<file path="config.mk">
export PLATFORM = sky130hd
export DESIGN_NAME = rirb_ram
export DESIGN_NICKNAME = d
export VERILOG_FILES = /design/src/design/rirb_ram.sv
export SDC_FILE = /design/constraint.sdc
export NUM_CORES = 1
export LEC_CHECK = 0
export BUFFER_PORTS_ARGS = -buffer_cell sky130_fd_sc_hd__buf_2
export CAP_MARGIN = 25
export CORE_MARGIN = 3
export CORE_UTILIZATION = 40
export DETAILED_ROUTE_END_ITERATION = 12
export PLACE_DENSITY = 0.55
export SETUP_SLACK_MARGIN = 0.2
export SYNTH_ARGS = -nofsm -noshare
export SYNTH_HDL_FRONTEND = slang
export SYNTH_SLANG_ARGS = --single-unit
</file>
<file path="constraint.sdc">
create_clock -name aclk -period 1.8 [get_ports aclk]
set_clock_uncertainty 0.1 [all_clocks]
set_input_delay 0.18 -clock aclk [delete_from_list [all_inputs] [get_ports aclk]]
set_output_delay 0.18 -clock aclk [all_outputs]
set_load 0.01 [all_outputs]
</file>
<file path="src/design/rirb_ram.sv">
// ----------------------------------------------------------------------------
// Generic single-port RAM
// One access per cycle, write or read, with a registered read port.
// ----------------------------------------------------------------------------
`timescale 1ns / 1ps
`default_nettype none

module rirb_ram #(
    parameter int WIDTH = 8,
    parameter int DEPTH = 16
) (
    input  wire logic                                        aclk,
    input  wire logic                                        we,
    input  wire logic                                        re,
    input  wire logic [((DEPTH > 1) ? $clog2(DEPTH) : 1)-1:0] addr,
    input  wire logic [WIDTH-1:0]                            wdata,
    output logic      [WIDTH-1:0]                            rdata
);

    logic [WIDTH-1:0] mem [DEPTH];
    logic [WIDTH-1:0] rdata_reg;

    always_ff @(posedge aclk) begin
        if (we) begin
            mem[addr] <= wdata;
        end
        if (re) begin
            rdata_reg <= mem[addr];
        end
    end

    assign rdata = rdata_reg;

endmodule

`default_nettype wire

</file>
==> summary.md <==
| Metric | Value |
|---|---|
| Fin crit period | `around 1.6 ns` |
| Gate power share | `0.050` |
| Sw Pwr | `approximately 1.4 mW` |
| Syn Area/Cell | `22.4 um2` |
| Area occupied by multi-input gates | `between 1000 and 1500 um2` |
| Fin util | `0.510` |
| VDD IR max | `roughly 0.00052 V` |
| Synthesized flop and latch total | `136` |
| Design area | `~6300 um2` |
| Largest register FFs | `between 100 and 150` |
| Initial antenna violation count | `0` |
| Mapped Nets | `between 200 and 250` |
| RePlAce Congestion | `roughly 0.74` |
| Clock Power Share | `0.446` |
| HPWL after detailed placement | `approximately 6.5 mm` |
| Endpoint class of the critical path | `register` |
| Die height | `approximately 120 um` |
| Crit path DAT | `roughly 1.6 ns` |
| Clock slew at reported path FFs | `~0.060 ns` |
| Dpl cells | `442` |
| Post-DP Area | `5720 um2` |
| FILL cells | `between 1k and 1.5k` |
| Final Max Slew Viols | `0` |
| Worst-Margin Slew | `around 0.67 ns` |
| Largest net degree at the start of global routing | `22` |
| Post-Syn Instances | `230` |
| Critical path class | `reg2reg` |
| Final hold violation count | `0` |
| Die Area | `14300 um2` |
| Deepest clock path buffer count | `2` |
| Post-Syn Area | `approximately 5000 um2` |
| DRC | `0` |
| Tot Pwr | `7.13 mW` |
| Initial Util | `0.418` |
| Num Clock Sinks | `roughly 140` |
| Via density per instance | `5.12` |
| Cell-internal power | `between 5 and 6 mW` |
| Die Span X | `119 um` |
| Commonest cells after routing, fill and taps aside | `136 x edfxtp_1, 32 x mux4_2, 29 x buf_4` |
| # Max-Cap Violations | `0` |
| Ys Warns | `0` |
| Slew headroom | `0.551` |
| CORE AREA | `about 12000 um2` |
| Seq/Total Area, Yosys | `0.793` |
| Drt total wl | `approximately 10 mm` |
| TritonCTS buffer count | `17` |
| Clock latency at the later pin of the worst-skew pair | `roughly 0.41 ns` |
| Most common cell after layout, fill and taps aside | `edfxtp_1` |
| Max FO, Critical Path | `1` |
| GRT Total Usage | `0.152` |
| Row Count | `40` |
| Detail Route Antenna Nets | `0` |
| Hold Crit Class | `in2reg` |
| Ratio of final minimum period to clock period | `0.878` |
| Status | `finished clean` |
| # H-tree levels | `4` |
| Register area | `4080 um2` |
| Root Buffer | `clkbuf_16` |
| Pre-Repair DR Iteration Count | `4` |
| Final setup viols | `0` |
| Num ports | `23` |
| WL per Instance | `between 20 and 25 um` |
| Overflow after GRT | `0` |
| CP Launch Type | `register` |
| First-pass GRT wire length | `roughly 15 mm` |
| CTS tree | `done` |
| Vias in the first global route | `about 2.5k` |
| Max Clk Rate | `around 630 MHz` |
| CTS resizes | `0` |
| RSZ-0062 raised after global routing | `false` |
| Vias after detailed routing | `2422` |
| Starting DRT DRC Count | `138` |
| Post-Layout Cell Count | `between 400 and 500` |
| Reg2reg setup slack | `approximately 0.22 ns` |
| Reg power frac | `0.503` |
| Layout cells sized above 1 | `0.400` |
| Switching Share | `0.196` |
| Hold Buf Count CTS | `0` |
| Number of port buffers | `22` |
| Antenna diodes | `0` |
| Post-synth cell types | `17` |
| Leakage power | `2.09 nW` |
| # nets final | `approximately 310` |
| Power density over cell area | `1140 nW/um2` |
| P&R area growth vs syn | `22.0%` |
| Post-CTS Repair Setup Buffers | `0` |
| CP required | `approximately 1.9 ns` |
==> routing by layer <==
metal,GRT usage,vias up,wire [um]
met3,0.0451,17,406
met4,0.0687,0,198
met1,0.208,1252,4430
met5,0,-,0
met2,0.225,58,4680
li1,-,1095,-
==> synthesized netlist by cell type (all sizes together) <==
cell type	instances	share of area
edfxtp	136	0.79
nor3	4	0.0039
nor2	13	0.0095
a22oi	16	0.023
nand3	1	0.00097
nor2b	2	0.0024
and2	1	0.0012
nand2b	2	0.0024
clkbuf	3	0.0024
nand2	9	0.0066
nand3b	2	0.0029
or3b	1	0.0017
mux4	32	0.14
buf	8	0.0092
==> power by group through the flow <==
stage / logic [mW] / clock network, mW / registers, mW
floorplan: 0.185 / 0 / 3.66
global route: 0.391 / 3.42 / 3.59
global placement: 0.359 / 0 / 3.65
CTS: 0.363 / 3.25 / 3.59
detailed placement: 0.363 / 0 / 3.66
finish: 0.358 / 3.18 / 3.59
==> path summary, 6_finish.rpt <==
check,start,to,cells past startpoint
worst max-delay path,mem[11][4],rdata[4],3
worst min-delay path,re,rdata[6],1
worst max register to register,mem[11][4],rdata[4],3
worst min register to register,mem[7][4],rdata[4],3
==> final cells by class <==
type / instances / area share
Sequential cell: 136 / 0.650
Multi-Input combinational cell: 83 / 0.165
Clock buffer: 20 / 0.0695
Timing Repair Buffer: 55 / 0.0649
Tap cell: 168 / 0.0335
Clock inverter: 11 / 0.0171
==> critical path, stage by stage, from the launching register on <==
cell	delay, ns
edfxtp_1	0.35
mux4_2	0.47
a22oi_1	0.32
nand2_1	0.08
==> cells by family (layout without fill, tap and decap cells) <==
logic type / after synthesis / count (layout) / synth area share
AOI/OAI and AO/OA: 16 / 16 / 0.0233
buffers and inverters: 11 / 86 / 0.0117
DFF: 136 / 136 / 0.793
muxes: 32 / 32 / 0.140
and+or+nand+nor: 35 / 35 / 0.0316
==> through the flow <==
stage	hold WS [ns]	setup slack, ns	TNS, ns
floorplan	0.179	0.0819	0
global placement	0.474	-0.0549	-0.139
detailed placement	0.475	-0.0403	-0.103
CTS	0.0391	0.240	0
global route	0.0280	0.195	0
finish	0.0454	0.219	0
Note: power is estimated with default switching activity, not from simulation.
