**config.mk**
```make
export PLATFORM = sky130hd
export DESIGN_NAME = rirb_out
export DESIGN_NICKNAME = d
export VERILOG_FILES = /design/src/design/rirb_pkg.sv /design/src/design/rirb_out.sv
export SDC_FILE = /design/constraint.sdc
export NUM_CORES = 1
export LEC_CHECK = 0
export ABC_AREA = 1
export BUFFER_PORTS_ARGS = -buffer_cell sky130_fd_sc_hd__buf_2
export CORE_AREA = 2 2 233 235
export DETAILED_ROUTE_END_ITERATION = 12
export DIE_AREA = 0 0 235 237
export PLACE_DENSITY = 0.43
export SKIP_LAST_GASP = 1
export SLEW_MARGIN = 30
export SYNTH_ARGS = -nofsm -noshare
export SYNTH_HDL_FRONTEND = slang
export SYNTH_SLANG_ARGS = --single-unit
export TNS_END_PERCENT = 10
```
**constraint.sdc**
```tcl
create_clock -name aclk -period 10.8 [get_ports aclk]
set_clock_uncertainty 0.15 [all_clocks]
set_input_delay 2.16 -clock aclk [delete_from_list [all_inputs] [get_ports aclk]]
set_output_delay 2.16 -clock aclk [all_outputs]
set_load 0.1 [all_outputs]
```
**src/design/rirb_pkg.sv**
```systemverilog
// ----------------------------------------------------------------------------
// Record/replay buffer package
// Shared constants, command and mode codes, and the structs that the control
// stage passes to the frame store and to the output stage.
// ----------------------------------------------------------------------------
`timescale 1ns / 1ps
`default_nettype none

package rirb_pkg;

    // Number of frames the store holds and the stored width of one pad word.
    localparam int FRAME_DEPTH = 4096;
    localparam int PAD_WIDTH   = 64;

    // Derived widths.
    localparam int ADDR_W     = (FRAME_DEPTH > 1) ? $clog2(FRAME_DEPTH) : 1;
    localparam int COUNT_W    = $clog2(FRAME_DEPTH + 1);
    localparam int PAD_BUS_W  = 4 * PAD_WIDTH;
    localparam int PORT_PAD_W = 64;
    localparam int BUTTON_W   = 16;
    localparam int CFG_IDX_W  = 1;
    localparam int CFG_DATA_W = 16;

    // Start, X and B buttons of pad 0.
    localparam logic [BUTTON_W-1:0] COMBO_MASK_RESET = 16'h1600;

    typedef enum logic [CFG_IDX_W-1:0] {
        CFG_LOOP_ENABLE = 1'b0,
        CFG_COMBO_MASK  = 1'b1
    } cfg_idx_t;

    typedef enum logic [2:0] {
        CMD_TICK       = 3'd0,
        CMD_START_REC  = 3'd1,
        CMD_STOP_REC   = 3'd2,
        CMD_START_PLAY = 3'd3,
        CMD_STOP_PLAY  = 3'd4,
        CMD_CLEAR      = 3'd5,
        CMD_MARK_RESET = 3'd6
    } cmd_t;

    typedef enum logic [1:0] {
        MODE_IDLE = 2'd0,
        MODE_REC  = 2'd1,
        MODE_PLAY = 2'd2
    } mode_t;

    // Frame store access requested by the control stage.
    typedef struct packed {
        logic              pad_we;
        logic              pad_re;
        logic [ADDR_W-1:0] pad_addr;
        logic              flag_we;
        logic              flag_re;
        logic [ADDR_W-1:0] flag_addr;
        logic              flag_wdata;
    } rirb_mem_t;

    // Status of one request after the control stage, aligned with the read data.
    typedef struct packed {
        logic               driven;
        logic               wrap;
        logic               combo_clear;
        logic               full;
        mode_t              mode;
        logic [COUNT_W-1:0] frame_total;
        logic [ADDR_W-1:0]  play_position;
    } rirb_info_t;

endpackage

`default_nettype wire

```
**src/design/rirb_out.sv**
```systemverilog
// ----------------------------------------------------------------------------
// Record/replay output stage
// Combines the frame read back from the store with the status of its request,
// detects the rising edge of the reset combo and holds the result register.
// ----------------------------------------------------------------------------
`timescale 1ns / 1ps
`default_nettype none

module rirb_out (
    input  wire logic                               aclk,
    input  wire logic                               aresetn,
    input  wire logic                               a_valid,
    input  wire rirb_pkg::rirb_info_t               info,
    input  wire logic [rirb_pkg::PAD_BUS_W-1:0]     pad_rdata,
    input  wire logic                               flag_rdata,
    input  wire logic [rirb_pkg::BUTTON_W-1:0]      combo_mask,
    input  wire logic                               m_ready,
    output logic                                    a_take,
    output logic                                    m_valid,
    output logic      [rirb_pkg::PORT_PAD_W-1:0]    m_out_pad0,
    output logic      [rirb_pkg::PORT_PAD_W-1:0]    m_out_pad1,
    output logic      [rirb_pkg::PORT_PAD_W-1:0]    m_out_pad2,
    output logic      [rirb_pkg::PORT_PAD_W-1:0]    m_out_pad3,
    output logic                                    m_pads_driven,
    output logic                                    m_replay_reset,
    output logic      [1:0]                         m_mode,
    output logic      [rirb_pkg::COUNT_W-1:0]       m_frame_total,
    output logic      [rirb_pkg::ADDR_W-1:0]        m_play_position,
    output logic                                    m_store_full
);
    import rirb_pkg::*;

    logic                  m_valid_reg, m_valid_next;
    logic                  combo_held_reg, combo_held_next;
    logic [PORT_PAD_W-1:0] pad0_reg, pad1_reg, pad2_reg, pad3_reg;
    logic                  driven_reg, rreset_reg, full_reg;
    logic [1:0]            mode_reg;
    logic [COUNT_W-1:0]    total_reg;
    logic [ADDR_W-1:0]     position_reg;

    logic                  held;
    logic                  rreset_next;

    assign a_take = a_valid && (!m_valid_reg || m_ready);

    assign held        = (pad_rdata[BUTTON_W-1:0] & combo_mask) == combo_mask;
    assign rreset_next = info.driven && (flag_rdata || (held && !combo_held_reg));

    always_comb begin
        combo_held_next = combo_held_reg;
        if (info.driven) begin
            combo_held_next = held && !info.wrap;
        end else if (info.combo_clear) begin
            combo_held_next = 1'b0;
        end

        m_valid_next = m_valid_reg;
        if (a_take) begin
            m_valid_next = 1'b1;
        end else if (m_ready) begin
            m_valid_next = 1'b0;
        end
    end

    always_ff @(posedge aclk) begin
        if (!aresetn) begin
            m_valid_reg    <= 1'b0;
            combo_held_reg <= 1'b0;
        end else begin
            m_valid_reg <= m_valid_next;
            if (a_take) begin
                combo_held_reg <= combo_held_next;
            end
        end
    end

    always_ff @(posedge aclk) begin
        if (a_take) begin
            pad0_reg     <= info.driven ? PORT_PAD_W'(pad_rdata[0*PAD_WIDTH +: PAD_WIDTH]) : '0;
            pad1_reg     <= info.driven ? PORT_PAD_W'(pad_rdata[1*PAD_WIDTH +: PAD_WIDTH]) : '0;
            pad2_reg     <= info.driven ? PORT_PAD_W'(pad_rdata[2*PAD_WIDTH +: PAD_WIDTH]) : '0;
            pad3_reg     <= info.driven ? PORT_PAD_W'(pad_rdata[3*PAD_WIDTH +: PAD_WIDTH]) : '0;
            driven_reg   <= info.driven;
            rreset_reg   <= rreset_next;
            full_reg     <= info.full;
            mode_reg     <= info.mode;
            total_reg    <= info.frame_total;
            position_reg <= info.play_position;
        end
    end

    assign m_valid         = m_valid_reg;
    assign m_out_pad0      = pad0_reg;
    assign m_out_pad1      = pad1_reg;
    assign m_out_pad2      = pad2_reg;
    assign m_out_pad3      = pad3_reg;
    assign m_pads_driven   = driven_reg;
    assign m_replay_reset  = rreset_reg;
    assign m_mode          = mode_reg;
    assign m_frame_total   = total_reg;
    assign m_play_position = position_reg;
    assign m_store_full    = full_reg;

`ifndef ASSERT_OFF
    a_reset_needs_replay: assert property (@(posedge aclk) disable iff (!aresetn)
        m_valid_reg && rreset_reg |-> driven_reg)
        else $error("replay reset raised without a replayed frame");

    a_idle_pads_zero: assert property (@(posedge aclk) disable iff (!aresetn)
        m_valid_reg && !driven_reg |->
            pad0_reg == '0 && pad1_reg == '0 && pad2_reg == '0 && pad3_reg == '0)
        else $error("pad words present on a request that replayed nothing");

    a_full_only_recording: assert property (@(posedge aclk) disable iff (!aresetn)
        m_valid_reg && full_reg |-> mode_reg == MODE_REC && !driven_reg)
        else $error("store full reported outside recording");
`endif

endmodule

`default_nettype wire

```
==> results of run 1 <==
[stage by stage]
step                hold slack, ns  total power, W
floorplan                    0.305         0.00197
global placement             0.333         0.00210
detailed placement           0.326         0.00211
CTS                          0.337         0.00325
global route                 0.355         0.00332
finish                       0.340         0.00319
[layout make-up]
class                           count  share of cell area (%)
Sequential cell                   288                    54.7
Timing Repair Buffer              600                    19.2
Multi-Input combinational cell    296                    7.16
Inverter                          278                    6.66
Clock buffer                       48                    5.86
Tap cell                          696                    5.52
Clock inverter                     13                   0.896
Antenna cell                        1                  0.0159
[per-layer routing]
layer,track usage [%],up-vias
met1,13.2,3691
met4,2.93,8
met5,0,-
met3,5.32,55
met2,19.9,427
li1,-,3908
[critical path: stages]
cell     delay [ns]
buf_2          0.08
inv_1          0.03
nand2_1        0.06
nand2_1        0.18
inv_8          0.57
buf_2          0.55
[cell families after synthesis]
| kind of cell | count (synthesis) | share of synthesized area [%] |
|---|---|---|
| buf+inv | 307 | 11.4 |
| simple gates | 291 | 9.99 |
| flops | 288 | 78.3 |
| compound gates | 5 | 0.261 |
[power breakdown]
| part | switching, W | internal (W) | total (W) |
|---|---|---|---|
| Clock | 0.000451 | 0.000670 | 0.00112 |
| Combinational | 0.000634 | 0.000105 | 0.000739 |
| Sequential | 0.0000178 | 0.00132 | 0.00133 |
| Total | 0.00110 | 0.00209 | 0.00319 |
[cell usage in the layout (no fill, tap or decap)]
master	Yosys	routed
nand2_1	284	284
edfxtp_1	286	286
a21oi_1	2	2
o21ai_1	2	2
buf_4	26	4
nor2_2	1	1
inv_6	0	1
clkinvlp_4	0	1
bufinv_16	0	3
clkinv_2	0	4
inv_2	240	240
clkbuf_8	0	1
inv_1	38	37
clkinv_1	0	4
buf_6	1	1
inv_8	0	1
a21oi_2	1	1
nor3_2	1	1
nor2_1	5	5
clkbuf_1	0	13
buf_2	2	594
diode_2	0	1
dfxtp_1	2	2
clkbuf_16	0	35
[worst max-delay path by stage]
| stage | startpoint | end | slack (ns) | cells after the start |
|---|---|---|---|---|
| after CTS | m_ready | a_take | 4.77 | 6 |
| after global placement | m_ready | a_take | 4.74 | 6 |
| after detailed placement | m_ready | a_take | 4.77 | 6 |
| after global routing | m_ready | a_take | 4.68 | 6 |
| final | m_ready | a_take | 4.85 | 6 |
| after floorplan | m_ready | a_take | 0.04 | 4 |
==> results.cfg, run 1 <==
[outcome]
status = finished, final reports clean

[drt]
wl_met1_um = 13000
antenna_left = 0
route.met3.wl_um = 3860
drt-initial-drc-count = 305
highest_layer = met5
via_count = 8089
routed-wl-met2_um = 16400
drc = 0
wl_um = 33900
drt_pass1_iterations = 5
avgRoutedWirePerCell_um = 15.3
viasPerCell = 3.64

[grt]
grt_pass1_vias = 8273
antenna_found_initial = 8
grt_max_degree = 112
grt_pass1_wl_um = 49600
overflow = 0
grt.total_usage_pct = 11.7

[critical_path]
crit_required_ns = 8.49
cp.arrival_ns = 3.64
r2r-end = m_play_position[1]
r2r_start = m_valid
critPathMaxFanout = 111
critPathLaunchType = input pin
cp-end-kind = output pin
reg2reg_slack_ns = 7.33
rr_worst_depth = 5
path_class = in2out

[synthesis]
synthTopCellsByArea = edfxtp_1, nand2_1, inv_2
syn_nets = 1199
syn_avg_cell_area_um2 = 12.4
syn_area_um2 = 11000
ys_seq_area_share_pct = 78.3
ys_seq_elements = 288
synth-main-ff-cell = edfxtp_1
synth-warning-count = 0
yosys.cell_types.count = 14
synthCells = 891
synthTopCellsByCount = edfxtp_1, nand2_1, inv_2, inv_1, buf_4
async_reset_ff_share_pct = 0
synth_most_common_cell = edfxtp_1
yosysTopAreaCellShare_pct = 77.9
synth_edf_count = 286
synth_top_area_cell = edfxtp_1

[sta]
finalCritPeriodShare_pct = 55.1
setup_tns_ns = 0
hold_violations = 0
setup_viol = 0
rsz0062_at_grt = no
slew_viol_final = 0
fmax_ghz = 0.168
finalWorstSetupSlack_ns = 4.85
relSlewSlack_pct = 37.8
layout_min_cycle_time_ns = 5.95
worst_pin_slew_ns = 0.933

[hold_path]
hold_class = reg2reg
worstHoldStart = combo_held_reg
whs_endpoint = combo_held_reg
hold_depth = 2

[power]
p_per_area_nw_per_um2 = 202
leakagePower_nw = 8.17
peakVddDrop_uv = 84.1

[placement]
gp_congestion = 0.834
portBuffers = 595
place_inst = 2158
pre_cts_slack_ns = 4.77
place_area_um2 = 14700
place_hpwl_um = 25800

[die]
start_util_pct = 20.7
die_h_um = 237
rows = 85
die_x_um = 235
io_pins = 596
die_area_um2 = 55700
core_um2 = 53300

[clock_tree]
clock_latency_ns = 0.51
post_cts_buffers = 0
tritoncts = yes
cts_hold_buffers = 0
clk_path_buf_depth = 3
clk_pin_slew_ns = 0.05
cts_root_buffer = clkbuf_16
cts_buffers = 35
h-tree-depth = 2
post_cts_resized = 0
clock-sinks = 288

[layout]
multi_input_area_um2 = 1130
final_layout_size_suffix_gt1_share_pct = 58.3
instances_no_fill = 2220
post-route-cell-area_um2 = 15800
area_growth_syn_to_layout_pct = 43.2
nets = 1807
regArea_um2 = 8630
fill_cells = 5691
final_util_pct = 29.6

[job]
maxCapViolCount = 0
(Power assumes the default switching activity.)
==> run 2: changes to the inputs <==
- clock period: 10.8 -> 5.8 ns (I/O delays scaled with it)
==> results.cfg, run 2 (same netlist as run 1, synthesis figures left out) <==
[outcome]
status = finished, final reports clean

[drt]
drt-initial-drc-count = 323
viasPerCell = 3.62
avgRoutedWirePerCell_um = 16.0
via_count = 8037
wl_um = 35600
drt_pass1_iterations = 4
drc = 0
antenna_left = 0

[hold_path]
whs_endpoint = combo_held_reg
worstHoldStart = combo_held_reg
hold_depth = 2
hold_class = reg2reg

[clock_tree]
clock-sinks = 288
post_cts_resized = 0
post_cts_buffers = 0
cts_hold_buffers = 0
cts_root_buffer = clkbuf_16
clk_pin_slew_ns = 0.06
clock_latency_ns = 0.53
clk_path_buf_depth = 3
cts_buffers = 35
tritoncts = yes
h-tree-depth = 2

[sta]
setup_tns_ns = 0
layout_min_cycle_time_ns = 3.55
slew_viol_final = 0
setup_viol = 0
rsz0062_at_grt = no
fmax_ghz = 0.282
finalCritPeriodShare_pct = 61.1
worst_pin_slew_ns = 1.08
relSlewSlack_pct = 27.8
hold_violations = 0

[critical_path]
r2r_start = m_valid
cp.arrival_ns = 2.24
r2r-end = m_out_pad3[19]
path_class = in2out
crit_required_ns = 4.49
critPathLaunchType = input pin
rr_worst_depth = 4
critical_path.max_stage_delay_ns = 0.49
crit_chain = buf_2 > inv_12 > nand2_4 > nand2_4 > clkinvlp_4 > buf_2
worst_path_max_delay_cell = buf_2
reg2reg_slack_ns = 3.59
cp-end-kind = output pin
critPathMaxFanout = 13

[placement]
portBuffers = 595
gp_congestion = 0.821
place_hpwl_um = 27100
place_inst = 2157

[die]
io_pins = 596
die_h_um = 237
die_x_um = 235
start_util_pct = 20.7
rows = 85
die_area_um2 = 55700
core_um2 = 53300

[grt]
overflow = 0
grt_pass1_wl_um = 51800
antenna_found_initial = 11
grt_max_degree = 152
grt.total_usage_pct = 12.4
grt_pass1_vias = 8506

[layout]
nets = 1806
final_common_cell = buf_2
area_growth_syn_to_layout_pct = 43.4
final_cell_mix = buf_2, edfxtp_1, nand2_1, inv_2
instances_no_fill = 2220
final_layout_size_suffix_gt1_share_pct = 58.3

[power]
peakVddDrop_uv = 187
leakagePower_nw = 8.17
p_per_area_nw_per_um2 = 374
internal-power_w = 0.00383
p_clk_share_pct = 34.5
comb_power_share_pct = 23.5
seq_power_share_pct = 42.1
switchingPower_w = 0.00207
switching_share_pct = 35.1

[job]
maxCapViolCount = 0
[run 2: changes by cell type in the layout (fill, tap and decap cells not counted), moves of 2 or more]
| cell | delta |
|---|---|
| clkinv_2 | -3 |
| clkinv_1 | +3 |
| buf_12 | +3 |
| diode_2 | +3 |
| buf_4 | -3 |
| nand2_1 | -2 |
| bufinv_16 | -2 |
| nand2_4 | +2 |
[run 2: critical path, delay by kind of cell]
kind	cells	cell delay, ns
simple gates	2	0.13
buf+inv	4	0.94
[run 2: per-stage QoR]
stage / total power, W / area [um^2] / setup slack, ns / hold WS (ns) / util, %
after detailed placement: 0.00393 / 14800 / 2.25 / 0.340 / 27.7
after global placement: 0.00392 / 14800 / 2.25 / 0.320 / 27.7
after floorplan: 0.00365 / 11000 / -0.853 / 0.305 / -
after CTS: 0.00602 / 15800 / 2.24 / 0.347 / 29.6
after global routing: 0.00614 / 15800 / 2.20 / 0.381 / 29.6
final: 0.00591 / 15800 / 2.25 / 0.347 / 29.7
[run 2: power groups by stage]
stage	clock network (W)	registers, W	logic (W)
floorplan	0	0.00349	0.000164
global placement	0	0.00252	0.00140
detailed placement	0	0.00253	0.00140
CTS	0.00213	0.00249	0.00140
global route	0.00220	0.00250	0.00144
finish	0.00204	0.00248	0.00139
[run 2: area by class of cell]
type	count	area, um^2
Inverter	278	1060
Clock buffer	48	946
Antenna cell	4	10.0
Sequential cell	288	8630
Timing Repair Buffer	599	3050
Multi-Input combinational cell	296	1140
Fill cell	5676	37500
Clock inverter	11	86.3
Tap cell	696	871
[run 2: worst max path at each step]
stage                             endpoint  startpoint  depth (start not counted)
after floorplan           m_frame_total[0]     m_ready                          4
after global placement              a_take     m_ready                          6
after detailed placement            a_take     m_ready                          6
after CTS                           a_take     m_ready                          6
after global routing                a_take     m_ready                          6
final                               a_take     m_ready                          6
[run 2: routing by layer]
metal / wire (um) / global-route usage (%)
met1: 12800 / 12.9
met2: 17200 / 21.1
met3: 4450 / 6.53
met4: 1060 / 4.45
met5: 34 / 0
==> run 3: changes to the inputs <==
- ABC_AREA: 1 -> 0
- CORE_AREA: 2 2 233 235 -> 2 2 229 231
- DIE_AREA: 0 0 235 237 -> 0 0 231 233
- PLACE_DENSITY: 0.43 -> 0.45
- clock period: 5.8 -> 2.9 ns (I/O delays scaled with it)
==> results.cfg, run 3 <==
[outcome]
status = finished, final reports clean

[critical_path]
cp.arrival_ns = 1.50
cp-end-kind = output pin
r2r_start = m_valid
crit_required_ns = 2.17
critical_path.max_stage_delay_ns = 0.34
path_class = reg2out
worst_path_max_delay_cell = dfxtp_4
reg2reg_slack_ns = 0.85
r2r-end = m_out_pad1[1]
critPathLaunchType = flip-flop
critPathMaxFanout = 3
rr_worst_depth = 5
crit_chain = nor2b_4 > nand2b_4 > clkinvlp_4 > buf_12

[die]
die_h_um = 233
start_util_pct = 20.8
core_um2 = 51100
die_x_um = 231
rows = 83
die_area_um2 = 53800
io_pins = 596

[sta]
rsz0062_at_grt = no
hold_violations = 0
relSlewSlack_pct = 39.9
finalCritPeriodShare_pct = 77.0
layout_min_cycle_time_ns = 2.23
fmax_ghz = 0.448
setup_viol = 0
slew_viol_final = 0
finalWorstSetupSlack_ns = 0.668
worst_pin_slew_ns = 0.902

[clock_tree]
tritoncts = yes
cts_root_buffer = clkbuf_16
clock-sinks = 288
cts_buffers = 35
post_cts_resized = 0
h-tree-depth = 2
cts_hold_buffers = 0
clk_path_buf_depth = 3
clock_latency_ns = 0.51
post_cts_buffers = 0
clk_pin_slew_ns = 0.05

[synthesis]
synthCells = 604
ys_seq_area_share_pct = 81.1
synth_top_area_cell = edfxtp_1
synth_most_common_cell = edfxtp_1
synth-main-ff-cell = edfxtp_1
async_reset_ff_share_pct = 0
syn_avg_cell_area_um2 = 17.6
syn_nets = 912
synthTopCellsByCount = edfxtp_1, and2_1, clkbuf_1, nor2b_1, buf_2
synth_edf_count = 286
synth-warning-count = 0
yosys.cell_types.count = 21
ys_seq_elements = 288
yosysTopAreaCellShare_pct = 80.7
syn_area_um2 = 10600
synthTopCellsByArea = edfxtp_1, and2_1, a2111oi_4

[drt]
drt-initial-drc-count = 286
drt_pass1_iterations = 4
drc = 0
via_count = 7011
wl_um = 33300
viasPerCell = 3.65
antenna_left = 0
avgRoutedWirePerCell_um = 17.3

[layout]
fill_cells = 5325
final_cell_mix = buf_2, edfxtp_1, and2_1, clkbuf_16, clkbuf_1
final_common_cell = buf_2
nets = 1525
area_growth_syn_to_layout_pct = 46.2
multi_input_area_um2 = 1900
regArea_um2 = 8630
final_layout_size_suffix_gt1_share_pct = 53.4
instances_no_fill = 1920

[placement]
pre_cts_slack_ns = 0.591
place_hpwl_um = 25500
gp_congestion = 0.805
place_inst = 1860
portBuffers = 595

[grt]
grt.total_usage_pct = 11.7
overflow = 0
antenna_found_initial = 4
grt_pass1_wl_um = 46600
grt_max_degree = 143
grt_pass1_vias = 7153

[power]
peakVddDrop_uv = 380
p_per_area_nw_per_um2 = 750
leakagePower_nw = 6.64

[hold_path]
worstHoldStart = info[6]
hold_class = in2reg
whs_endpoint = m_play_position[6]
hold_depth = 1

[job]
maxCapViolCount = 0
run 3: cell types whose count changed after synthesis, moves of 2 or more:
cell and change:
nand2b_1 +2, a21oi_1 -2, inv_2 -239, nor2_1 -4
buf_4 -26, buf_2 +3, and2b_1 +3, nand2_1 -283
and2_1 +255, nor2b_1 +7, inv_1 -34, a2111oi_4 +4
clkbuf_1 +23, nor2b_4 +3
run 3: layout make-up:
cell class,count,share of cell area [%]
sequential,288,55.5
timing repair buffer,604,20.1
multi-input combinational,283,12.2
clock buffer,45,6.14
tap,680,5.47
clock inverter,13,0.434
inverter,5,0.145
antenna,2,0.0322
run 3: routing by layer:
| layer | global-route usage [%] | up-vias | wire length, um |
|---|---|---|---|
| met1 | 13.6 | 3316 | 12800 |
| met4 | 3.43 | 2 | 618 |
| met5 | 0 | - | 13 |
| li1 | - | 3351 | - |
| met2 | 20.4 | 300 | 17100 |
| met3 | 3.82 | 42 | 2740 |
run 3: worst max-delay path by stage:
stage | start | endpoint | slack, ns | cells past startpoint
after floorplan | m_valid | m_frame_total[0] | -3.25 | 3
after global placement | m_ready | m_out_pad1[1] | 0.61 | 6
after detailed placement | m_ready | m_out_pad2[61] | 0.59 | 6
after CTS | m_valid | a_take | 0.61 | 4
after global routing | m_valid | a_take | 0.58 | 4
final | m_valid | a_take | 0.67 | 4
run 3: worst max-delay path: cells and delay by family, from the launching register on:
family,cells,cell delay (ns)
buffers and inverters,2,0.36
AND/OR/NAND/NOR,2,0.27
flip-flops,1,0.34
run 3: where the power goes:
group | internal (W) | switching [W] | total [W]
logic | 0.000438 | 0.00228 | 0.00272
clock network | 0.00231 | 0.00166 | 0.00398
registers | 0.00490 | 0.0000712 | 0.00497
run 3: through the flow:
step / TNS, ns / cell area [um^2] / util [%] / hold WS, ns / total power [W]
final: 0 / 15600 / 30.5 / 0.0844 / 0.0117
after CTS: 0 / 15600 / 30.4 / 0.0356 / 0.0119
after global routing: 0 / 15600 / 30.4 / 0.0465 / 0.0121
after global placement: 0 / 14500 / 28.4 / 0.341 / 0.00780
after floorplan: -932.15 / 10700 / - / 0.311 / 0.00725
after detailed placement: 0 / 14500 / 28.4 / 0.349 / 0.00781
run 3: cells by family (layout without fill, tap and decap cells):
family	after synthesis	after routing	share of synthesized area, %
flops	288	288	81.1
simple gates	275	275	16.4
buf+inv	33	667	1.22
compound gates	8	8	1.29
other cells	0	2	0
