**src/design/rirb_pkg.sv**
```systemverilog
// ----------------------------------------------------------------------------
// Record/replay buffer package
// Shared constants, command and mode codes, and the structs that the control
// stage passes to the frame store and to the output stage.
// ----------------------------------------------------------------------------
`timescale 1ns / 1ps
`default_nettype none

package rirb_pkg;

    // Number of frames the store holds and the stored width of one pad word.
    localparam int FRAME_DEPTH = 4096;
    localparam int PAD_WIDTH   = 64;

    // Derived widths.
    localparam int ADDR_W     = (FRAME_DEPTH > 1) ? $clog2(FRAME_DEPTH) : 1;
    localparam int COUNT_W    = $clog2(FRAME_DEPTH + 1);
    localparam int PAD_BUS_W  = 4 * PAD_WIDTH;
    localparam int PORT_PAD_W = 64;
    localparam int BUTTON_W   = 16;
    localparam int CFG_IDX_W  = 1;
    localparam int CFG_DATA_W = 16;

    // Start, X and B buttons of pad 0.
    localparam logic [BUTTON_W-1:0] COMBO_MASK_RESET = 16'h1600;

    typedef enum logic [CFG_IDX_W-1:0] {
        CFG_LOOP_ENABLE = 1'b0,
        CFG_COMBO_MASK  = 1'b1
    } cfg_idx_t;

    typedef enum logic [2:0] {
        CMD_TICK       = 3'd0,
        CMD_START_REC  = 3'd1,
        CMD_STOP_REC   = 3'd2,
        CMD_START_PLAY = 3'd3,
        CMD_STOP_PLAY  = 3'd4,
        CMD_CLEAR      = 3'd5,
        CMD_MARK_RESET = 3'd6
    } cmd_t;

    typedef enum logic [1:0] {
        MODE_IDLE = 2'd0,
        MODE_REC  = 2'd1,
        MODE_PLAY = 2'd2
    } mode_t;

    // Frame store access requested by the control stage.
    typedef struct packed {
        logic              pad_we;
        logic              pad_re;
        logic [ADDR_W-1:0] pad_addr;
        logic              flag_we;
        logic              flag_re;
        logic [ADDR_W-1:0] flag_addr;
        logic              flag_wdata;
    } rirb_mem_t;

    // Status of one request after the control stage, aligned with the read data.
    typedef struct packed {
        logic               driven;
        logic               wrap;
        logic               combo_clear;
        logic               full;
        mode_t              mode;
        logic [COUNT_W-1:0] frame_total;
        logic [ADDR_W-1:0]  play_position;
    } rirb_info_t;

endpackage

`default_nettype wire

```
**src/design/rirb_ctrl.sv**
```systemverilog
// ----------------------------------------------------------------------------
// Record/replay control stage
// Decodes each request, updates mode, frame count, play position and the
// pending reset mark, and issues the frame store access for it.
// ----------------------------------------------------------------------------
`timescale 1ns / 1ps
`default_nettype none

module rirb_ctrl (
    input  wire logic                               aclk,
    input  wire logic                               aresetn,
    input  wire logic                               accept,
    input  wire logic [2:0]                         cmd,
    input  wire logic [rirb_pkg::PORT_PAD_W-1:0]    in_pad0,
    input  wire logic [rirb_pkg::PORT_PAD_W-1:0]    in_pad1,
    input  wire logic [rirb_pkg::PORT_PAD_W-1:0]    in_pad2,
    input  wire logic [rirb_pkg::PORT_PAD_W-1:0]    in_pad3,
    input  wire logic                               live_reset,
    input  wire logic                               loop_enable,
    output rirb_pkg::rirb_mem_t                     mem,
    output logic      [rirb_pkg::PAD_BUS_W-1:0]     pad_wdata,
    output rirb_pkg::rirb_info_t                    info
);
    import rirb_pkg::*;

    mode_t              mode_reg, mode_next;
    logic [COUNT_W-1:0] count_reg, count_next;
    logic [ADDR_W-1:0]  position_reg, position_next;
    logic               pending_reg, pending_next;
    rirb_info_t         info_reg, info_next;

    logic [ADDR_W-1:0]  play_idx;
    logic [COUNT_W-1:0] play_inc;
    logic [COUNT_W-1:0] count_m1;

    always_ff @(posedge aclk) begin
        if (!aresetn) begin
            mode_reg     <= MODE_IDLE;
            count_reg    <= '0;
            position_reg <= '0;
            pending_reg  <= 1'b0;
        end else if (accept) begin
            mode_reg     <= mode_next;
            count_reg    <= count_next;
            position_reg <= position_next;
            pending_reg  <= pending_next;
        end
    end

    always_ff @(posedge aclk) begin
        if (accept) begin
            info_reg <= info_next;
        end
    end

    assign pad_wdata = {in_pad3[PAD_WIDTH-1:0], in_pad2[PAD_WIDTH-1:0],
                        in_pad1[PAD_WIDTH-1:0], in_pad0[PAD_WIDTH-1:0]};

    // Position past the end can only follow a shrunk store; restart at frame zero.
    assign play_idx = (COUNT_W'(position_reg) >= count_reg) ? '0 : position_reg;
    assign play_inc = COUNT_W'(play_idx) + COUNT_W'(1);
    assign count_m1 = count_reg - COUNT_W'(1);

    always_comb begin
        mode_next     = mode_reg;
        count_next    = count_reg;
        position_next = position_reg;
        pending_next  = pending_reg;

        mem            = '0;
        mem.pad_addr   = count_reg[ADDR_W-1:0];
        mem.flag_addr  = count_reg[ADDR_W-1:0];
        mem.flag_wdata = live_reset | pending_reg;

        info_next             = '0;
        info_next.mode        = mode_reg;

        case (cmd_t'(cmd))
            CMD_TICK: begin
                if (mode_reg == MODE_REC) begin
                    if (count_reg < COUNT_W'(FRAME_DEPTH)) begin
                        mem.pad_we   = accept;
                        mem.flag_we  = accept;
                        pending_next = 1'b0;
                        count_next   = count_reg + COUNT_W'(1);
                    end else begin
                        info_next.full = 1'b1;
                    end
                end else if (mode_reg == MODE_PLAY && count_reg != '0) begin
                    mem.pad_re       = accept;
                    mem.flag_re      = accept;
                    mem.pad_addr     = play_idx;
                    mem.flag_addr    = play_idx;
                    info_next.driven = 1'b1;
                    if (play_inc >= count_reg) begin
                        info_next.wrap = 1'b1;
                        position_next  = '0;
                        if (!loop_enable) begin
                            mode_next = MODE_IDLE;
                        end
                    end else begin
                        position_next = play_inc[ADDR_W-1:0];
                    end
                end
            end
            CMD_START_REC: begin
                count_next            = '0;
                position_next         = '0;
                pending_next          = 1'b0;
                info_next.combo_clear = 1'b1;
                mode_next             = MODE_REC;
            end
            CMD_STOP_REC: begin
                if (mode_reg == MODE_REC) begin
                    mode_next = MODE_IDLE;
                end
            end
            CMD_START_PLAY: begin
                position_next = '0;
                if (count_reg == '0) begin
                    mode_next = MODE_IDLE;
                end else begin
                    pending_next          = 1'b0;
                    info_next.combo_clear = 1'b1;
                    mode_next             = MODE_PLAY;
                end
            end
            CMD_STOP_PLAY: begin
                if (mode_reg == MODE_PLAY) begin
                    mode_next = MODE_IDLE;
                end
                position_next         = '0;
                pending_next          = 1'b0;
                info_next.combo_clear = 1'b1;
            end
            CMD_CLEAR: begin
                count_next            = '0;
                position_next         = '0;
                pending_next          = 1'b0;
                info_next.combo_clear = 1'b1;
                mode_next             = MODE_IDLE;
            end
            CMD_MARK_RESET: begin
                if (mode_reg == MODE_REC) begin
                    if (count_reg == '0) begin
                        pending_next = 1'b1;
                    end else begin
                        // Flag the most recent frame.
                        mem.flag_we    = accept;
                        mem.flag_addr  = count_m1[ADDR_W-1:0];
                        mem.flag_wdata = 1'b1;
                    end
                end
            end
            default: begin
            end
        endcase

        info_next.mode          = mode_next;
        info_next.frame_total   = count_next;
        info_next.play_position = position_next;
    end

    assign info = info_reg;

`ifndef ASSERT_OFF
    a_count_bound: assert property (@(posedge aclk) disable iff (!aresetn)
        count_reg <= COUNT_W'(FRAME_DEPTH))
        else $error("frame count exceeds the store depth");

    a_play_needs_frames: assert property (@(posedge aclk) disable iff (!aresetn)
        mode_reg == MODE_PLAY |-> count_reg != '0)
        else $error("playing with an empty store");

    a_position_bound: assert property (@(posedge aclk) disable iff (!aresetn)
        position_reg == '0 || COUNT_W'(position_reg) < count_reg)
        else $error("play position beyond the recorded frames");
`endif

endmodule

`default_nettype wire

```
**config.mk**
```make
export PLATFORM = sky130hd
export DESIGN_NAME = rirb_ctrl
export DESIGN_NICKNAME = d
export VERILOG_FILES = /design/src/design/rirb_pkg.sv /design/src/design/rirb_ctrl.sv
export SDC_FILE = /design/constraint.sdc
export NUM_CORES = 1
export LEC_CHECK = 0
export ABC_AREA = 0
export BUFFER_PORTS_ARGS = -buffer_cell sky130_fd_sc_hd__buf_2
export CAP_MARGIN = 5
export CORE_AREA = 2 2 229 231
export CTS_CLUSTER_DIAMETER = 40
export DETAILED_ROUTE_END_ITERATION = 16
export DIE_AREA = 0 0 231 233
export HOLD_SLACK_MARGIN = 0.15
export PLACE_DENSITY = 0.46
export SLEW_MARGIN = 0
export SYNTH_ARGS = -nofsm -noshare
export SYNTH_HDL_FRONTEND = slang
export SYNTH_SLANG_ARGS = --single-unit
```
**constraint.sdc**
```tcl
create_clock -name aclk -period 4.7 [get_ports aclk]
set_input_delay 0 -clock aclk [delete_from_list [all_inputs] [get_ports aclk]]
set_output_delay 0 -clock aclk [all_outputs]
set_load 0.02 [all_outputs]
```
==> impl_results.md, run 1 <==
* Status: did not finish
* Failed at: 4_1_cts
* Halt Reason: [ERROR RSZ-0060] Max buffer count reached.
* GPL Wtd Cong at between 0.8 and 0.9
* Row Count at 83
* Die X at about 230 um
* Seq/Total Area, Yosys at 23.0%
* Synth warn at 0
* Clk root buf: clkbuf_16
* Post-Syn Nets at around 1100
* Post-CTS Setup Repair Bufs at 0
* Cell Count Post-Placement at 1273
* Asr flop ratio synth at 0%
* Hold-fix buffers at CTS at approximately 260
* Top FF cell, synth: edfxtp_1
* Synthesized instance count at slightly below 800
* Die height at 233 um
* Number of H-tree levels at 3
* Ports at 580
* TritonCTS buffer count at 9
* Post-cts gate resize count at 0
* DPL Wire Length at 41400 um
* Yosys reg bits at between 50 and 60
* IO buf count at 67
* Longest Clk Path Bufs at 2
* Synthesized area at 6490 sq um
* Unique masters post-synth at a little over 70
* Synth Area per Inst at just over 8 sq um
* Initial core utilization at between 10% and 20%
* # clock sinks at 59
* Post-synth EDFFs at 31
==> synthesized netlist by cell type, types with 5 or more instances <==
cell type | instances | area share, %
or3_1 | 6 | 0.58
inv_1 | 19 | 1.1
a22o_1 | 7 | 0.94
nand2b_1 | 11 | 1.1
nor3_1 | 9 | 0.69
a41oi_1 | 11 | 1.5
nand4_1 | 19 | 1.8
a21oi_1 | 30 | 2.3
clkbuf_1 | 15 | 0.87
nor2_1 | 45 | 2.6
o21ai_0 | 24 | 1.8
dfxtp_1 | 28 | 8.6
xnor2_1 | 9 | 1.2
and3_1 | 12 | 1.2
a211oi_1 | 11 | 1.3
ha_1 | 28 | 5.4
nand4b_1 | 5 | 0.67
edfxtp_1 | 31 | 14
buf_2 | 27 | 2.1
mux2i_1 | 11 | 1.7
buf_4 | 259 | 30
nand2_1 | 57 | 3.3
a21o_1 | 6 | 0.69
nand3_1 | 25 | 1.9
a31oi_1 | 11 | 1.1
==> per-stage QoR <==
| step | setup WS, ps | cell area, sq um |
|---|---|---|
| floorplan | 2.60 | 6510 |
| detailed placement | 27.9 | 5820 |
| global placement | 130 | 5820 |
==> logic make-up after synthesis <==
kind of cell,count (synthesis),synth area share (%)
simple gates,218,18.3
compound gates,134,14.6
flops,59,23.0
fa+ha+maj,28,5.39
xor+xnor,10,1.35
mux,16,2.62
buf+inv,328,34.7
==> run 2, diff against run 1 <==
- CORE_AREA: 2 2 229 231 -> 2 2 227 229
- CTS_CLUSTER_DIAMETER: 40 -> not set
- DIE_AREA: 0 0 231 233 -> 0 0 229 231
- HOLD_SLACK_MARGIN: 0.15 -> not set
- PLACE_DENSITY: 0.46 -> not set
- PLACE_DENSITY_LB_ADDON: not set -> 0.15
- clock period: 4.7 -> 6.1 ns (I/O delays scaled with it)
==> run 2 against run 1 <==
Compared with the run above:
- the flow now finishes without violations
- synthesized area did not move
- synthesized cell count did not move
==> impl_results.md, run 2 <==
* Post-synthesis simple-gate area fraction at 18.3% (unchanged)
* Top cells by area, synth: buf_4 30%, edfxtp_1 14%, dfxtp_1 8.6%
* Endpoints failing hold at 0
* Ports at 580 (unchanged)
* Yosys reg bits at 59 (unchanged)
* Die X at 229 um (-0.87%)
* Via count at 4928
* Clk pwr share at a little under half
* Seq/Total Area, Yosys at 23.0% (unchanged)
* RSZ-0062 raised after global routing: no
* Largest family of logic cells by synthesized area: buffers and inverters
* CP required at between 6000 and 7000 ps
* DPL Wire Length at 45200 um (+9.2%)
* Class of the worst hold path: in2out
* Switching share of power at 30.6%
* Hold-fix buffers at CTS at 0 (-100%)
* Worst Hold Depth at 0
* Cell with the most instances after synthesis: buf_4
* Status: completed
* Asr flop ratio synth at 0% (unchanged)
* Final core occ at between 10% and 20%
* Vias per cell at 3.87
* GR Overflow Total at 0
* Number of H-tree levels at 3 (unchanged)
* GPL Wtd Cong at 0.895 (-0.37%)
* Layout cells sized above 1 at around 22%
* Worst EP arrival at 5580 ps
* Register area at roughly 1500 sq um
* Final period util at between 80% and 90%
* Final Max Slew Viols at 0
* Fin Clk Skew at about 9.5 ps
* Synth Area per Inst at 8.19 sq um (unchanged)
* Post-synth EDFFs at 31 (unchanged)
* Initial core utilization at 12.8% (+0.10 points)
* Compound-Gate Fraction of Synth Area at 14.6% (unchanged)
* Die ar. at about 53000 sq um
* Leakage power at about 0.0023 uW
* Largest net degree at the start of global routing at 38
* Adder-cell share of the synthesized area at 5.39% (unchanged)
* TritonCTS buffer count at 9 (unchanged)
* Worst-Margin Slew at between 700 and 800 ps
* Worst setup SP type: flip-flop
* Post-Synth XOR/XNOR Area at 1.35% (unchanged)
* Post-Syn Nets at 1085 (unchanged)
* Min cycle time layout at ~5500 ps
* Crit Path Max Fanout at 8
* Synth warn at 0 (unchanged)
* Biggest area consumer among synthesized cells: buf_4
* Max cap viols at 0
* First drt pass iteration count at 5
* Fin nets at roughly 900
* Comb power frac at between 10% and 20%
* Post-CTS Setup Repair Bufs at 0 (unchanged)
* Antenna violations before repair at 0
* F_max at roughly 0.18 GHz
* TNS Setup at 0 ps
* Post-cts gate resize count at 0 (unchanged)
* Reg2Reg Depth at 21
* Max FFs per register at 31
* Setup CP Type: reg2reg
* Multi-input logic area at 2750 sq um
* Synth top area share at 29.9% (unchanged)
* Clk root buf: clkbuf_16
* Final wirelength at between 50000 and 60000 um
* First-pass GRT wire length at 64000 um
* Slew margin rel. at 48.7%
* Vias in the first global route at about 5000
* Synth cell count leaders: 259 x buf_4, 57 x nand2_1, 45 x nor2_1
* Longest Clk Path Bufs at 2 (unchanged)
* Sequential share of power at between 30% and 40%
* All-Layer GR Usage at 19.1%
* Unique masters post-synth at 71 (unchanged)
* # clock sinks at 59 (unchanged)
* Commonest non-fill, non-tap cell in the layout: buf_2
* Die height at 231 um (-0.86%)
* Top FF cell, synth: edfxtp_1
* Synthesized instance count at 793 (unchanged)
* WL/cell at just over 40 um
* Row Count at 83 (unchanged)
* DRT iter0 DRCs at 282
* Layout area overhead at -7.49%
* Psw at roughly 380 uW
* Worst Setup End Kind: flip-flop
* Internal at 852 uW
* PwrDens at between 200 and 250 nW/um^2
* Final setup fails at 0
* Synthesized area at 6490 sq um (unchanged)
* Core area at just over 50000 sq um
* Commonest cells after routing, fill and taps aside: 67 x buf_2, 57 x nand2_1, 45 x nor2_1
* Routed Antenna Nets at 0
* Fillers at just under 6000
* IO buf count at 67 (unchanged)
* Drt drc at 0
* Clk_lat worst skew at between 300 and 400 ps
* Clock-pin slew on the worst setup and hold paths at 60 ps
* CTS tree: done
* Max IR drop VDD at 83.2 uV
* Post-synthesis mux area share at 2.62% (unchanged)
run 2: cell counts after synthesis:
Identical to the previous run, type by type.
run 2: power groups by stage:
stage          sequential (uW)  combinational (uW)  clock [uW]
2_1_floorplan              463                 368           0
3_3_place_gp               456                 219           0
3_5_place_dp               456                 216           0
4_1_cts                    448                 217         583
5_1_grt                    449                 232         600
6_report                   447                 213         569
run 2: per-stage QoR:
stage               power [uW]  setup WS, ps  hold slack [ps]  cells  area [sq um]
floorplan                  831          1210              112    793          6490
global placement           675           688            0.137   1257          5690
detailed placement         672           689            0.137   1257          5690
CTS                       1250           666            0.137   1273          6000
global route              1280           165           0.0357   1274          6010
finish                    1230           611           0.0261   1275          6010
run 2: worst paths after layout:
kind                startpoint             end  slack, ps
hold / removal     in_pad3[29]  pad_wdata[221]       0.03
setup / recovery  count_reg[6]        info[26]        610
hold reg to reg    pending_reg     pending_reg        590
setup reg to reg  count_reg[6]        info[26]        610
run 2: logic make-up (layout without fill, tap and decap cells):
| group | Yosys count | count (layout) |
|---|---|---|
| AO/OA/AOI/OAI | 134 | 134 |
| multiplexers | 16 | 16 |
| other | 0 | 1 |
| XOR/XNOR | 10 | 10 |
| AND/OR/NAND/NOR | 218 | 218 |
| adder cells (fa/ha/maj) | 28 | 28 |
| flip-flops | 59 | 59 |
| buffers and inverters | 328 | 129 |
run 2: worst max-delay path: stages (launching register included):
cell,delay [ps]
dfxtp_1,480
inv_1,160
ha_1,330
a211o_1,280
a211oi_1,350
o21ai_1,230
a21o_1,220
nor2_1,150
ha_1,270
and3_1,270
and3_1,310
and3_1,330
xnor2_1,150
nor2_1,60
ha_1,290
nand4_1,150
nand2b_1,200
a31oi_1,240
nor3_2,120
buf_4,190
o311ai_1,330
a21oi_1,110
run 2: layout make-up:
| cell class | instances | area share, % |
|---|---|---|
| inverter | 22 | 1.37 |
| timing repair buffer | 91 | 8.62 |
| tap | 680 | 14.2 |
| sequential | 59 | 24.8 |
| multi-input combinational | 406 | 45.8 |
| clock buffer | 11 | 3.87 |
| clock inverter | 5 | 1.29 |
| antenna | 1 | 0.0416 |
run 2: layer usage:
| metal | wire (um) | up-vias | global-route usage (%) |
|---|---|---|---|
| li1 | - | 2102 | - |
| met1 | 13000 | 2231 | 13.2 |
| met2 | 22300 | 513 | 28.7 |
| met3 | 15300 | 70 | 27.0 |
| met4 | 887 | 12 | 4.63 |
| met5 | 440 | - | 5.97 |
Power figures use the tool's default switching activity.
==> run 3, diff against run 2 <==
- clock period: 6.1 -> 5.17 ns (I/O delays scaled with it)
==> run 3 against run 2 <==
Compared with the run above:
- first-iteration DRC count decreased by 11%
- via count up 0.95%
- maximum frequency up 16%
- core utilization up 0.15 points
- critical path depth is the same
- critical endpoint is now position_reg[0]
- highest routed layer unchanged
==> impl_results.md, run 3 (synthesis results as in run 2) <==
* Clock-pin slew on the worst setup and hold paths at 60 ps (about the same)
* Row Count at 83 (unchanged)
* Max IR drop VDD at 114 uV (+36%)
* # clock sinks at 59 (unchanged)
* CTS tree: done
* Max cap viols at 0 (unchanged)
* F_max at 0.211 GHz (+16%)
* Min cycle time layout at 4740 ps (-749 ps)
* Design area at 6080 sq um (+1.2%)
* Setup CP Type: reg2reg
* Final Max Slew Viols at 0 (unchanged)
* Worst path bufs/invs at 2 (unchanged)
* Commonest cells after routing, fill and taps aside: 67 x buf_2, 57 x nand2_1, 45 x nor2_1
* Worst setup SP type: flip-flop
* Vias per cell at 3.87 (about the same)
* Initial core utilization at 12.8% (unchanged)
* Drt drc at 0 (unchanged)
* Status: completed
* Final Worst Setup Slack at 431 ps (-181 ps)
* TritonCTS buffer count at 9 (unchanged)
* TNS Setup at 0 ps (unchanged)
* Ports at 580 (unchanged)
* Slowest-stage cell, CP: a2111oi_1
* Clk pwr share at 41.7% (-4.6 points)
* CP Launch Point: count_reg[6]
* Reg2Reg Depth at 21 (unchanged)
* Number of H-tree levels at 3 (unchanged)
* CP max stage delay at 420 ps (-60 ps)
* Fin Clk Skew at 5.19 ps (-4.29 ps)
* Cell Count Post-Placement at 1270 (+1.0%)
* Via count at 4975 (+0.95%)
* Slew margin rel. at 46.3% (-2.4 points)
* Final setup fails at 0 (unchanged)
* Setup WS pre-CTS at 324 ps (-364 ps)
* Final wirelength at 52200 um (+0.65%)
* Leakage power at 0.00231 uW (+2.4%)
* Sequential share of power at 38.7% (+2.3 points)
* Crit path depth at 21 (unchanged)
* First-pass GRT wire length at 64400 um (+0.63%)
* Switching share of power at 32.6% (+2.0 points)
* All-Layer GR Usage at 19.3% (+0.18 points)
* Clk_lat worst skew at 370 ps (+20 ps)
* Area of placed instances at 5800 sq um (+1.9%)
* Routed Antenna Nets at 0 (unchanged)
* GPL Wtd Cong at 0.896 (about the same)
* Cell family with the largest share of critical-path delay: simple AND/OR/NAND/NOR gates
* DPL Wire Length at 45900 um (+1.5%)
* Vias in the first global route at 5056 (+2.6%)
* Number of diodes at 0 (-1)
* Worst EP arrival at 4980 ps (-600 ps)
* GR Overflow Total at 0 (unchanged)
* Fillers at 5920 (+0.017%)
* Antenna violations before repair at 1 (+1)
* Largest net degree at the start of global routing at 38 (unchanged)
* Worst Setup EP: position_reg[0]
* Die height at 231 um (unchanged)
* Layout cells sized above 1 at 24.5% (+2.2 points)
* Clk root buf: clkbuf_16
* Reg2reg end: position_reg[0]
* Commonest non-fill, non-tap cell in the layout: buf_2
* CP required at 5410 ps (-780 ps)
* Worst Hold Depth at 0 (unchanged)
* Post-CTS Setup Repair Bufs at 0 (unchanged)
* Fin nets at 894 (+1.5%)
* Final period util at 91.7% (+1.7 points)
* Worst Setup End Kind: flip-flop
* Crit path cell chain: inv_1, ha_1, a211o_1, a211oi_1, o21ai_1, a21o_1, nor2_1, ha_1, and3_1, and3_2, and3_2, xnor2_1, nor2_1, ha_1, nand4_1, nand2b_1, a31oi_1, nor3_2, buf_12, a2111oi_1, nor3_1
* Reg2reg start: count_reg[6]
* Crit Path Max Fanout at 31 (+23)
* Layout area overhead at -6.34%
* R2R Setup Slk at 430 ps (-180 ps)
* Endpoints failing hold at 0 (unchanged)
* Die X at 229 um (unchanged)
* Psw at 441 uW (+17%)
* Worst-Margin Slew at 803 ps (+38.7 ps)
* Comb power frac at 19.5% (+2.2 points)
* Max FFs per register at 31 (unchanged)
* IO buf count at 67 (unchanged)
* WL/cell at 40.6 um (-0.29%)
* Total power at 1350 uW (+10%)
* Class of the worst hold path: in2out
* PwrDens at 222 nW/um^2 (+8.6%)
* Core area at 50700 sq um (unchanged)
* Cell Count, Final, Fillers Out at 1287 (+0.94%)
* Most numerous cell on the critical path: ha_1
* DRT iter0 DRCs at 252 (-11%)
* Longest Clk Path Bufs at 2 (unchanged)
* Die ar. at 52900 sq um (unchanged)
* First drt pass iteration count at 4 (-1)
* Internal at 910 uW (+6.8%)
## run 3: metrics by stage
stage / utilization (%) / hold slack (ps)
after floorplan: - / 112
after global routing: 12.0 / 0.0357
after CTS: 12.0 / 0.137
after global placement: 11.4 / 0.137
final: 12.0 / 0.0261
after detailed placement: 11.4 / 0.137
## run 3: routing by layer
metal | global-route usage, % | part of all wire [%] | up-vias
li1 | - | - | 2118
met1 | 13.2 | 24 | 2270
met2 | 28.3 | 42 | 501
met3 | 27.6 | 31 | 76
met4 | 6.01 | 2.5 | 10
met5 | 5.88 | 0.83 | -
## run 3: what timing repair did
item                                    CTS  global route
hold endpoints to repair                  1             0
hold buffers                              1             0
endpoints found under the setup margin    0            24
resized for setup                         0             7
## run 3: how the worst min path moves through the flow
| stage | startpoint | endpoint | slack, ps |
|---|---|---|---|
| after floorplan | accept | info[0] | 110 |
| after global placement | in_pad1[48] | pad_wdata[112] | 0.1 |
| after detailed placement | in_pad1[48] | pad_wdata[112] | 0.1 |
| after CTS | in_pad1[48] | pad_wdata[112] | 0.1 |
| after global routing | in_pad1[44] | pad_wdata[108] | 0.04 |
| final | in_pad3[29] | pad_wdata[221] | 0.03 |
## run 3: cell type report
cell class	count	area [sq um]	area share, %
repair buffers	104	628	10.3
clock inverters	4	18.8	0.309
clock buffers	12	236	3.89
well taps	680	851	14.0
flip-flops and latches	59	1490	24.5
multi-input cells	406	2780	45.6
inverters	22	82.6	1.36
## run 3: power by group through the flow
stage	logic [uW]	clock network, uW	registers [uW]
finish	264	564	523
global route	288	602	525
CTS	268	588	524
detailed placement	266	0	533
global placement	267	0	534
floorplan	434	0	547
